===== src/rtl/websocket_frame_decoder_macros.svh =====
// Assertion macros for the WebSocket frame decoder.
// No dependencies; included by files that carry concurrent checks.
`ifndef WEBSOCKET_FRAME_DECODER_MACROS_SVH
`define WEBSOCKET_FRAME_DECODER_MACROS_SVH

// Same-cycle implication, disabled during reset.
`define WSFD_ASSERT_IMPL(label, clk, rst, ante, cons) \
  label: assert property (@(posedge clk) disable iff (rst) (ante) |-> (cons)) \
    else $error("wsfd assertion failed");

// Next-cycle implication, disabled during reset.
`define WSFD_ASSERT_NEXT(label, clk, rst, ante, cons) \
  label: assert property (@(posedge clk) disable iff (rst) (ante) |=> (cons)) \
    else $error("wsfd assertion failed");

`endif


===== src/rtl/wsfd_pkg.sv =====
// Shared types and constants for the WebSocket frame decoder.
// No dependencies; imported by wsfd_result_queue and websocket_frame_decoder.
package wsfd_pkg;

  typedef struct packed {
    logic [7:0] data_byte;
    logic       end_of_buffer;
  } wsfd_item_t;

  typedef struct packed {
    logic [1:0]  result_kind;
    logic        final_flag;
    logic [3:0]  frame_kind_code;
    logic        mask_present;
    logic [63:0] frame_length;
    logic [31:0] mask_word;
    logic [7:0]  payload_byte;
    logic [1:0]  error_kind;
    logic [63:0] consumed_count;
    logic        last_of_frame;
  } wsfd_result_t;

  // Push strobes into the result queue; second is only set with first.
  typedef struct packed {
    logic first;
    logic second;
  } wsfd_push_t;

  localparam int CFG_INDEX_W = 4;
  localparam logic [CFG_INDEX_W-1:0] CFG_REQUIRE_MASK = 4'd0;
  localparam logic [CFG_INDEX_W-1:0] CFG_MAX_PAYLOAD  = 4'd1;

  localparam logic [1:0] KIND_HEADER  = 2'd0;
  localparam logic [1:0] KIND_PAYLOAD = 2'd1;
  localparam logic [1:0] KIND_ERROR   = 2'd2;

  localparam logic [1:0] ERR_NONE       = 2'd0;
  localparam logic [1:0] ERR_INCOMPLETE = 2'd1;
  localparam logic [1:0] ERR_OPCODE     = 2'd2;

  localparam logic [3:0] OP_CONTINUATION = 4'h0;
  localparam logic [3:0] OP_TEXT         = 4'h1;
  localparam logic [3:0] OP_BINARY       = 4'h2;
  localparam logic [3:0] OP_CLOSE        = 4'h8;
  localparam logic [3:0] OP_PING         = 4'h9;
  localparam logic [3:0] OP_PONG         = 4'hA;

  localparam logic [6:0] LEN_CODE_EXT16 = 7'd126;
  localparam logic [6:0] LEN_CODE_EXT64 = 7'd127;

endpackage


===== src/rtl/websocket_frame_decoder.sv =====
// WebSocket frame decoder: one byte per transaction, header, unmasked payload and errors out.
// Latency: results enter the output queue at the accepting edge, visible the next cycle.
// Throughput: one byte per cycle unless stalled; a byte's up to two results fit the queue.
// item_ready drops while the result queue holds more than QUEUE_DEPTH-2 entries.
// Reset clears the parser to wait for a first header byte; require_mask 0, limit all ones.
// Depends on wsfd_pkg, wsfd_result_queue and websocket_frame_decoder_macros.svh.
`include "websocket_frame_decoder_macros.svh"

module websocket_frame_decoder #(
  parameter int QUEUE_DEPTH = 4
) (
  input  logic                                  clk,
  input  logic                                  rst,
  input  logic                                  item_valid,
  output logic                                  item_ready,
  input  wsfd_pkg::wsfd_item_t                  item,
  output logic                                  result_valid,
  input  logic                                  result_ready,
  output wsfd_pkg::wsfd_result_t                result,
  input  logic                                  cfg_valid,
  output logic                                  cfg_ready,
  input  logic [wsfd_pkg::CFG_INDEX_W-1:0]      cfg_index,
  input  logic [31:0]                           cfg_data
);
  import wsfd_pkg::*;

  typedef enum logic [2:0] {
    PH_IDLE,
    PH_LEN,
    PH_EXT,
    PH_KEY,
    PH_PAY,
    PH_SKIP
  } phase_t;

  // configuration
  logic        require_mask;
  logic [31:0] max_payload_length;

  // parser state
  phase_t      phase, phase_next;
  logic [7:0]  first_header_byte, first_header_byte_next;
  logic [63:0] length_accumulator, length_accumulator_next;
  logic [3:0]  extension_bytes_left, extension_bytes_left_next;
  logic [31:0] mask_key_store, mask_key_store_next;
  logic [2:0]  mask_bytes_left, mask_bytes_left_next;
  logic [63:0] payload_remaining, payload_remaining_next;
  logic [1:0]  key_index, key_index_next;
  logic [63:0] frame_byte_count, frame_byte_count_next;
  logic        mask_flag, mask_flag_next;

  logic         accept;
  logic [7:0]   b;
  logic         eob;
  logic [63:0]  count_inc;
  logic [1:0]   err;
  logic         length_done;
  logic         header_done;
  logic         hdr_emit;
  logic         hdr_last;
  logic         pay_emit;
  logic         pay_last;
  logic [7:0]   pay_byte;
  logic [7:0]   key_byte;
  logic         prim_valid;
  logic         err_valid;
  wsfd_result_t prim_res;
  wsfd_result_t err_res;
  wsfd_result_t first_res;
  wsfd_push_t   push;
  logic         queue_room;

  function automatic logic opcode_ok(input logic [3:0] op);
    return op == OP_CONTINUATION || op == OP_TEXT || op == OP_BINARY ||
           op == OP_CLOSE || op == OP_PING || op == OP_PONG;
  endfunction

  assign accept     = item_valid && item_ready;
  assign item_ready = queue_room;
  assign cfg_ready  = 1'b1;
  assign b          = item.data_byte;
  assign eob        = item.end_of_buffer;
  assign count_inc  = (frame_byte_count == '1) ? frame_byte_count
                                                : frame_byte_count + 64'd1;
  assign key_byte   = mask_key_store[{~key_index, 3'b000} +: 8];

  always_comb begin
    phase_next                = phase;
    first_header_byte_next    = first_header_byte;
    length_accumulator_next   = length_accumulator;
    extension_bytes_left_next = extension_bytes_left;
    mask_key_store_next       = mask_key_store;
    mask_bytes_left_next      = mask_bytes_left;
    payload_remaining_next    = payload_remaining;
    key_index_next            = key_index;
    frame_byte_count_next     = frame_byte_count;
    mask_flag_next            = mask_flag;
    err         = ERR_NONE;
    length_done = 1'b0;
    header_done = 1'b0;
    hdr_emit    = 1'b0;
    hdr_last    = 1'b0;
    pay_emit    = 1'b0;
    pay_last    = 1'b0;
    pay_byte    = '0;

    if (accept) begin
      unique case (phase)
        PH_SKIP: begin
          if (eob) begin
            phase_next = PH_IDLE;
          end
        end
        PH_IDLE: begin
          first_header_byte_next    = b;
          length_accumulator_next   = '0;
          extension_bytes_left_next = '0;
          mask_key_store_next       = '0;
          mask_bytes_left_next      = '0;
          payload_remaining_next    = '0;
          key_index_next            = '0;
          mask_flag_next            = 1'b0;
          frame_byte_count_next     = 64'd1;
          phase_next                = PH_LEN;
        end
        PH_LEN: begin
          frame_byte_count_next = count_inc;
          if (!opcode_ok(first_header_byte[3:0])) begin
            err = ERR_OPCODE;
          end else begin
            mask_flag_next = b[7];
            if (b[6:0] == LEN_CODE_EXT16 || b[6:0] == LEN_CODE_EXT64) begin
              extension_bytes_left_next = (b[6:0] == LEN_CODE_EXT16) ? 4'd2 : 4'd8;
              length_accumulator_next   = '0;
              phase_next                = PH_EXT;
            end else begin
              length_accumulator_next = {57'd0, b[6:0]};
              length_done             = 1'b1;
            end
          end
        end
        PH_EXT: begin
          frame_byte_count_next     = count_inc;
          length_accumulator_next   = {length_accumulator[55:0], b};
          extension_bytes_left_next = extension_bytes_left - 4'd1;
          length_done               = (extension_bytes_left_next == '0);
        end
        PH_KEY: begin
          frame_byte_count_next = count_inc;
          mask_key_store_next   = {mask_key_store[23:0], b};
          mask_bytes_left_next  = mask_bytes_left - 3'd1;
          header_done           = (mask_bytes_left_next == '0);
        end
        PH_PAY: begin
          frame_byte_count_next  = count_inc;
          pay_byte               = mask_flag ? (b ^ key_byte) : b;
          key_index_next         = key_index + 2'd1;
          payload_remaining_next = payload_remaining - 64'd1;
          pay_last               = (payload_remaining_next == '0);
          pay_emit               = 1'b1;
          if (pay_last) begin
            phase_next = PH_IDLE;
          end
        end
        default: begin
          frame_byte_count_next = count_inc;
          phase_next            = PH_IDLE;
        end
      endcase

      if (length_done) begin
        if (require_mask && !mask_flag_next) begin
          err = ERR_INCOMPLETE;
        end else if (mask_flag_next) begin
          mask_bytes_left_next = 3'd4;
          mask_key_store_next  = '0;
          phase_next           = PH_KEY;
        end else begin
          header_done = 1'b1;
        end
      end

      if (header_done) begin
        if (length_accumulator_next > {32'd0, max_payload_length}) begin
          err = ERR_INCOMPLETE;
        end else if (length_accumulator_next == '0) begin
          hdr_emit   = 1'b1;
          hdr_last   = 1'b1;
          phase_next = PH_IDLE;
        end else if (eob) begin
          err = ERR_INCOMPLETE;
        end else begin
          hdr_emit               = 1'b1;
          payload_remaining_next = length_accumulator_next;
          key_index_next         = '0;
          phase_next             = PH_PAY;
        end
      end

      if (phase != PH_SKIP) begin
        if (err == ERR_NONE && eob && phase_next != PH_IDLE) begin
          err = ERR_INCOMPLETE;
        end
        if (err != ERR_NONE) begin
          frame_byte_count_next = '0;
          phase_next            = eob ? PH_IDLE : PH_SKIP;
        end
      end
    end
  end

  always_comb begin
    prim_res.result_kind     = pay_emit ? KIND_PAYLOAD : KIND_HEADER;
    prim_res.final_flag      = first_header_byte_next[7];
    prim_res.frame_kind_code = first_header_byte_next[3:0];
    prim_res.mask_present    = mask_flag_next;
    prim_res.frame_length    = length_accumulator_next;
    prim_res.mask_word       = mask_flag_next ? mask_key_store_next : '0;
    prim_res.payload_byte    = pay_byte;
    prim_res.error_kind      = ERR_NONE;
    prim_res.consumed_count  = count_inc;
    prim_res.last_of_frame   = pay_emit ? pay_last : hdr_last;

    err_res                = '0;
    err_res.result_kind    = KIND_ERROR;
    err_res.error_kind     = err;
    err_res.last_of_frame  = 1'b1;
  end

  assign prim_valid   = hdr_emit || pay_emit;
  assign err_valid    = (err != ERR_NONE);
  assign first_res    = prim_valid ? prim_res : err_res;
  assign push.first   = prim_valid || err_valid;
  assign push.second  = prim_valid && err_valid;

  wsfd_result_queue #(
    .DEPTH(QUEUE_DEPTH)
  ) u_queue (
    .clk         (clk),
    .rst         (rst),
    .push        (push),
    .first_data  (first_res),
    .second_data (err_res),
    .room        (queue_room),
    .valid       (result_valid),
    .ready       (result_ready),
    .data        (result)
  );

  always_ff @(posedge clk) begin
    if (rst) begin
      require_mask         <= 1'b0;
      max_payload_length   <= '1;
      phase                <= PH_IDLE;
      first_header_byte    <= '0;
      length_accumulator   <= '0;
      extension_bytes_left <= '0;
      mask_key_store       <= '0;
      mask_bytes_left      <= '0;
      payload_remaining    <= '0;
      key_index            <= '0;
      frame_byte_count     <= '0;
      mask_flag            <= 1'b0;
    end else begin
      if (cfg_valid && cfg_ready) begin
        if (cfg_index == CFG_REQUIRE_MASK) begin
          require_mask <= cfg_data[0];
        end else if (cfg_index == CFG_MAX_PAYLOAD) begin
          max_payload_length <= cfg_data;
        end
      end
      phase                <= phase_next;
      first_header_byte    <= first_header_byte_next;
      length_accumulator   <= length_accumulator_next;
      extension_bytes_left <= extension_bytes_left_next;
      mask_key_store       <= mask_key_store_next;
      mask_bytes_left      <= mask_bytes_left_next;
      payload_remaining    <= payload_remaining_next;
      key_index            <= key_index_next;
      frame_byte_count     <= frame_byte_count_next;
      mask_flag            <= mask_flag_next;
    end
  end

  `WSFD_ASSERT_IMPL(a_skip_silent, clk, rst, accept && phase == PH_SKIP, !push.first)
  `WSFD_ASSERT_IMPL(a_second_is_error, clk, rst, push.second,
                    err_res.result_kind == KIND_ERROR && err_res.last_of_frame)
  `WSFD_ASSERT_NEXT(a_eob_idles, clk, rst, accept && eob, phase == PH_IDLE)
  `WSFD_ASSERT_IMPL(a_pay_nonzero, clk, rst, phase == PH_PAY, payload_remaining != '0)

endmodule


===== src/rtl/wsfd_result_queue.sv =====
// Small result queue: takes up to two results per cycle, hands out one.
// Depends on wsfd_pkg.
module wsfd_result_queue #(
  parameter int DEPTH = 4
) (
  input  logic                  clk,
  input  logic                  rst,
  input  wsfd_pkg::wsfd_push_t  push,
  input  wsfd_pkg::wsfd_result_t first_data,
  input  wsfd_pkg::wsfd_result_t second_data,
  output logic                  room,
  output logic                  valid,
  input  logic                  ready,
  output wsfd_pkg::wsfd_result_t data
);
  import wsfd_pkg::*;

  localparam int PTR_W = (DEPTH > 1) ? $clog2(DEPTH) : 1;
  localparam int CNT_W = $clog2(DEPTH + 1);

  wsfd_result_t             entries [DEPTH];
  logic [PTR_W-1:0]         rd_ptr;
  logic [PTR_W-1:0]         wr_ptr;
  logic [CNT_W-1:0]         count;
  logic [PTR_W-1:0]         wr_ptr_plus1;
  logic                     pop;
  logic [CNT_W-1:0]         push_cnt;

  function automatic logic [PTR_W-1:0] ptr_inc(input logic [PTR_W-1:0] p);
    if (p == PTR_W'(DEPTH - 1)) begin
      return '0;
    end
    return p + PTR_W'(1);
  endfunction

  assign wr_ptr_plus1 = ptr_inc(wr_ptr);
  assign pop          = valid && ready;
  assign push_cnt     = CNT_W'(push.first) + CNT_W'(push.second);
  assign valid        = (count != '0);
  assign data         = entries[rd_ptr];
  assign room         = (count <= CNT_W'(DEPTH - 2));

  always_ff @(posedge clk) begin
    if (push.first) begin
      entries[wr_ptr] <= first_data;
    end
    if (push.second) begin
      entries[wr_ptr_plus1] <= second_data;
    end
    if (rst) begin
      rd_ptr <= '0;
      wr_ptr <= '0;
      count  <= '0;
    end else begin
      if (pop) begin
        rd_ptr <= ptr_inc(rd_ptr);
      end
      if (push.second) begin
        wr_ptr <= ptr_inc(wr_ptr_plus1);
      end else if (push.first) begin
        wr_ptr <= wr_ptr_plus1;
      end
      count <= count + push_cnt - CNT_W'(pop);
    end
  end

endmodule

===== config.mk =====
export PLATFORM = sky130hd
export DESIGN_NAME = websocket_frame_decoder
export DESIGN_NICKNAME = d
export VERILOG_FILES = /design/src/rtl/wsfd_pkg.sv /design/src/rtl/websocket_frame_decoder.sv /design/src/rtl/wsfd_result_queue.sv
export VERILOG_INCLUDE_DIRS = /design/src /design/src/rtl
export SDC_FILE = /design/constraint.sdc
export NUM_CORES = 2
export LEC_CHECK = 0
export BUFFER_PORTS_ARGS = -buffer_cell sky130_fd_sc_hd__buf_2
export CORE_UTILIZATION = 66
export DETAILED_ROUTE_END_ITERATION = 16
export PLACE_DENSITY = 0.89
export SLEW_MARGIN = 20
export SYNTH_ARGS = -nofsm -noshare
export SYNTH_HDL_FRONTEND = slang
export SYNTH_SLANG_ARGS = --single-unit

===== constraint.sdc =====
create_clock -name clk -period 10.6 [get_ports clk]
set_input_delay 2.12 -clock clk [delete_from_list [all_inputs] [get_ports clk]]
set_output_delay 2.12 -clock clk [all_outputs]
set_load 0.02 [all_outputs]

Word level (Yosys, flattened, before mapping)
Memory sizes are Yosys's and may differ from the RTL's. A register that Yosys moved wholly into a read port is not among the register bits.
Cells that the tools add are included.
{ "word_totals": {"mem_bits_rw": 716, "mem_count": 1, "regBits": 285, "latch_bits": 0, "elab_cells": 206, "inputBits": 50, "romBits": 0} }
{ "mem_list": {"columns": ["memory", "depth", "width", "rd", "rd_clocked_by_memory_dff", "wr", "line_no", "source"], "rows": [
  ["u_queue.entries", 4, 179, 1, 1, 2, "wsfd_result_queue.sv:21", "wsfd_result_t entries [DEPTH];"]
]} }
{ "classes": {"bitwise": 3, "n_eq_ne": 20, "magnitude_cmp": 2, "add_sub_neg": 11, "shifts": 1, "multipliers": 0, "mux": 118, "reduce_logical": 34, "div_mod_pow": 0} }
{ "op_table": {"columns": ["op", "count"], "rows": [
  ["64-bit two-way mux", 10],
  ["64-bit one-hot mux with 2 select lines", 2],
  ["64-bit one-hot mux with 3 select lines", 1],
  ["179-bit two-way mux", 1],
  ["32-bit two-way mux", 5],
  ["64-bit logical NOT", 2],
  ["64-bit by 1-bit adder with 64-bit output (second input constant)", 1],
  ["64-bit equality test (second input constant)", 1],
  ["64-bit by 32-bit > comparator with 1-bit output", 1],
  ["32-bit one-hot mux with 2 select lines", 1],
  ["64-bit by 1-bit subtractor with 64-bit output (second input constant)", 1],
  ["2-bit two-way mux", 28],
  ["3-bit two-way mux", 18],
  ["8-bit two-way mux", 5],
  ["1-bit two-way mux", 37],
  ["32-bit by 6-bit indexed part select with 8-bit output", 1],
  ["3-bit one-hot mux with 5 select lines", 1],
  ["7-bit equality test (second input constant)", 2],
  ["4-bit equality test (second input constant)", 3],
  ["4-bit logical NOT", 3],
  ["4-bit two-way mux", 3],
  ["4-bit one-hot mux with 3 select lines", 1],
  ["3-bit nonzero test", 3],
  ["2-bit by 1-bit adder with 2-bit output (second input constant)", 4],
  ["31 further kinds", 54]
]} }

Logic depth before layout (Yosys ltp)
{ "depth": {"ltp_word": 32, "ltp_mapped": 27, "ltp_nobuf": 22} }

Cells and area by module
Synthesis repeated with hierarchy kept, for this count alone.
{ "unflattened": {"hier_cells": 4292, "hier_area_um2": 53118.4} }
{ "modules_own_cells": {"columns": ["module", "area_each_um2", "instances", "cells_per_inst", "seq_area_each_um2"], "rows": [
  ["wsfd_result_queue", 35036.1, 1, 1789, 21680.8],
  ["websocket_frame_decoder", 18082.3, 1, 2503, 5505.3]
]} }

Worst setup path before layout
OpenSTA, ideal clock, no wires.
{ "synth_timing": {"path_kind": "input to register", "from": "in item[2] (netlist name)", "to": "mem u_queue.entries[3][175] (netlist name)", "slack_ns": 4.027, "required_ns": 10.529, "setup_ns": 0.071, "arrival_time_ns": 6.503, "cell_stages": 22, "cell_sequence": "and4_1 > a311oi_1 > or2_2 > a22o_1 > ha_1 > a21o_1 > a21o_1 > a21oi_1 > o21a_1 > o2111ai_1 > a31o_2 > nor3b_4 > o21ai_2 > buf_2 > buf_2 > ha_1 > nor2b_1 > clkbuf_1 > buf_1 > clkbuf_1 > nand2_1 > a21oi_1"} }
{ "synth_rtl": {"columns": ["element", "line_no", "source"], "rows": [
  ["from (decl)", "websocket_frame_decoder.sv:16", "input wsfd_pkg::wsfd_item_t item,"],
  ["to (decl)", "wsfd_result_queue.sv:21", null]
]} }

==> results_dict.tcl <==
set metrics [dict create \
    status "completed" \
    drive_above_1_share_pct 14.7 \
    vdd_ir_drop_max_mv 0.152 \
    synth_area_leader_cell "dfxtp_1" \
    tns_ns 0 \
    rows 95 \
    cp_max_fo 57 \
    finalSetupViolCount 0 \
    drtIter0Drc 6257 \
    vias_per_cell 6.83 \
    grt_start_max_net_pins 100 \
    netlist_top_cells_area "dfxtp_1, mux4_2, nand2_1, a21oi_1, a22oi_1" \
    slew_headroom_pct 17.9 \
    fin_skew_ns 0.0271 \
    rsz0062_at_grt "no" \
    initial_core_util_pct 67.2 \
    nets 5282 \
    numPortBuffers 230 \
    synth_cell_types 90 \
    design.portCount 232 \
    dp.cells 5947 \
    p_leak_nw 19.0 \
    area_growth_pct 10.4 \
    cts_tree "done" \
    pre_cts_slack_ns 2.24 \
    p_total_mw 9.96 \
    crit_path_start_kind "register" \
    place_congestion 0.952 \
    cts-resized-gates 0 \
    power_density_nw_per_um2 198 \
    drt-total-wl_um 142000 \
    async_flop_share_pct 0 \
    antenna_found_initial 11 \
    clkSinkCount 1000 \
    path_class "reg2reg" \
    synth_area_per_cell_sq_um 8.69 \
    clock_path_buffers 3 \
    drv_cap 0 \
    worstSetupEndpointType "register" \
    synth.most_common_cell "nand2_1" \
    tightest_slew_ns 1.23 \
    synth_flop_cell "dfxtp_1" \
    synth_edf_count 8 \
    post_drt_wl_per_cell_um 23.1 \
    hpwl_um 85500 \
    track_usage_pct 39.6 \
    arrival_ns 9.08 \
    grt_pass1_wl_um 220000 \
    grt-ovfl-total 0 \
    dieArea_sq_um 69900 \
    vias 41900 \
    cp.required_ns 11.20 \
    yosysTopAreaCellShare_pct 43.7 \
    layoutNonFillerInstCount 6137 \
    syn_area_sq_um 45400 \
    core_sq_um 67600 \
    h-tree-depth 3 \
    clock_latency_ns 0.70 \
    clkSlewWorstSetupHoldPaths_ns 0.06 \
    ys_top_cells_by_count "nand2_1, dfxtp_1, a21oi_1, nor2_1, clkbuf_1" \
    ys_ff_latch 1000 \
    yosysWarnings 0 \
    synth_seq_area_share_pct 44.2 \
    drtPass1Iterations 9 \
    cts_made_buffers 100 \
    fin_crit_ns 8.48 \
    finalHoldViolations 0 \
    fp.dieW_um 264 \
    postRouteAntennaNets 0 \
    fmax_ghz 0.118 \
    cts-root-buf "clkbuf_16" \
    slew_violations 0 \
    fin_ws_ns 2.12 \
    grt_pass1_vias 40100 \
    holdWs_ns 0.448 \
    fin_crit_sh_pct 80.0 \
    netlist_instances 5227 \
    die_height_um 264 \
    cts_hold_buf 0 \
    hold_class "reg2reg" \
    post_cts_buffers 0 \
    drc 0 \
    syn_nets 5333 \
]
==> stage by stage <==
stage | utilization (%) | area (sq um)
6_report | 74.2 | 50200
5_1_grt | 74.2 | 50200
3_3_place_gp | 68.8 | 46500
2_1_floorplan | - | 45400
3_5_place_dp | 68.9 | 46600
4_1_cts | 74.2 | 50200
==> placed cells by master, fill, tap and decap left out, drive strengths merged, types with 7 or more instances in the layout <==
| master | n |
|---|---|
| and4 | 12 |
| mux2i | 29 |
| a21o | 11 |
| mux4 | 187 |
| dfxtp | 992 |
| a32o | 7 |
| xnor2 | 57 |
| or4 | 19 |
| nor4 | 40 |
| a211oi | 37 |
| o211ai | 89 |
| buf | 283 |
| o21a | 12 |
| bufinv | 12 |
| o31ai | 24 |
| clkinv | 26 |
| nor2b | 10 |
| nand3 | 45 |
| a21oi | 440 |
| nand3b | 8 |
| a22o | 110 |
| or3 | 25 |
| o21ai | 325 |
| nor3b | 9 |
| inv | 103 |
| nand2b | 13 |
| ha | 55 |
| nand2 | 1096 |
| and2 | 52 |
| and3 | 31 |
| xor2 | 30 |
| a31oi | 27 |
| nor2 | 448 |
| nor3 | 97 |
| clkbuf | 142 |
| nand4 | 38 |
| o41ai | 7 |
| o32ai | 7 |
| a22oi | 230 |
| edfxtp | 8 |
==> per-layer routing <==
layer  track usage, %  part of all wire (%)  vias up
met2             62.2                    46     2847
met4             27.9                   7.4       18
met5                0                 0.088        -
met1             48.7                    36    20000
li1                 -                     -    18400
met3             8.49                    11      659
==> where the power goes <==
part | switching [mW] | internal (mW) | total (mW)
clock | 1.58 | 2.26 | 3.84
combinational | 1.44 | 0.681 | 2.12
sequential | 0.135 | 3.86 | 3.99
total | 3.16 | 6.80 | 9.96
==> worst paths after layout <==
path	slack (ns)	depth (start not counted)	startpoint	end
worst max-delay path	2.12	20	phase[1]	u_queue.entries[0][59]
worst min-delay path	0.45	2	u_queue.entries[1][26]	u_queue.entries[1][26]
worst max register to register	2.12	20	phase[1]	u_queue.entries[0][59]
worst min register to register	0.45	2	u_queue.entries[1][26]	u_queue.entries[1][26]
==> logic make-up after synthesis <==
group	count (synthesis)	synth area share [%]
AOI/OAI and AO/OA	1376	19.0
xor gates and xnor gates	87	1.68
adders and majority gates	56	1.56
buffers and inverters	535	4.68
DFF	1000	44.2
muxes	218	9.96
other	1	0.00825
and+or+nand+nor	1954	18.8
==> area by class of cell <==
class	count	area, sq um
inverter	99	372
tap	873	1090
timing repair buffer	283	1580
clock inverter	46	636
clock buffer	142	2970
antenna	2	5.00
multi-input combinational	3692	23400
fill	4474	17500
sequential	1000	20100
==> flip-flops by register name, indices dropped and copies added, names as in the netlist, named ones only <==
name,cells
mask_flag,1
mask_key_store,32
key_index,2
u_queue.wr_ptr,2
phase,3
extension_bytes_left,4
mask_bytes_left,3
u_queue.count,3
frame_byte_count,64
first_header_byte,5
u_queue.rd_ptr,2
payload_remaining,64
require_mask,1
max_payload_length,32
u_queue.entries,716
length_accumulator,64
==> worst max-delay path: stages (launching register included) <==
cell	delay, ns
dfxtp_1	0.59
a211o_1	0.47
a21o_2	0.44
a22oi_1	0.86
inv_1	0.25
ha_1	0.37
nand4_1	0.12
nor3_1	0.80
o21a_1	0.26
a2111oi_2	0.11
o2111ai_1	0.14
a31o_2	0.29
nor3b_4	0.09
o21ai_4	0.85
inv_2	0.30
ha_1	0.44
and2_4	0.43
nor2_4	0.81
buf_4	0.48
nand2_1	0.13
o21ai_0	0.10
(Power assumes the default switching activity.)
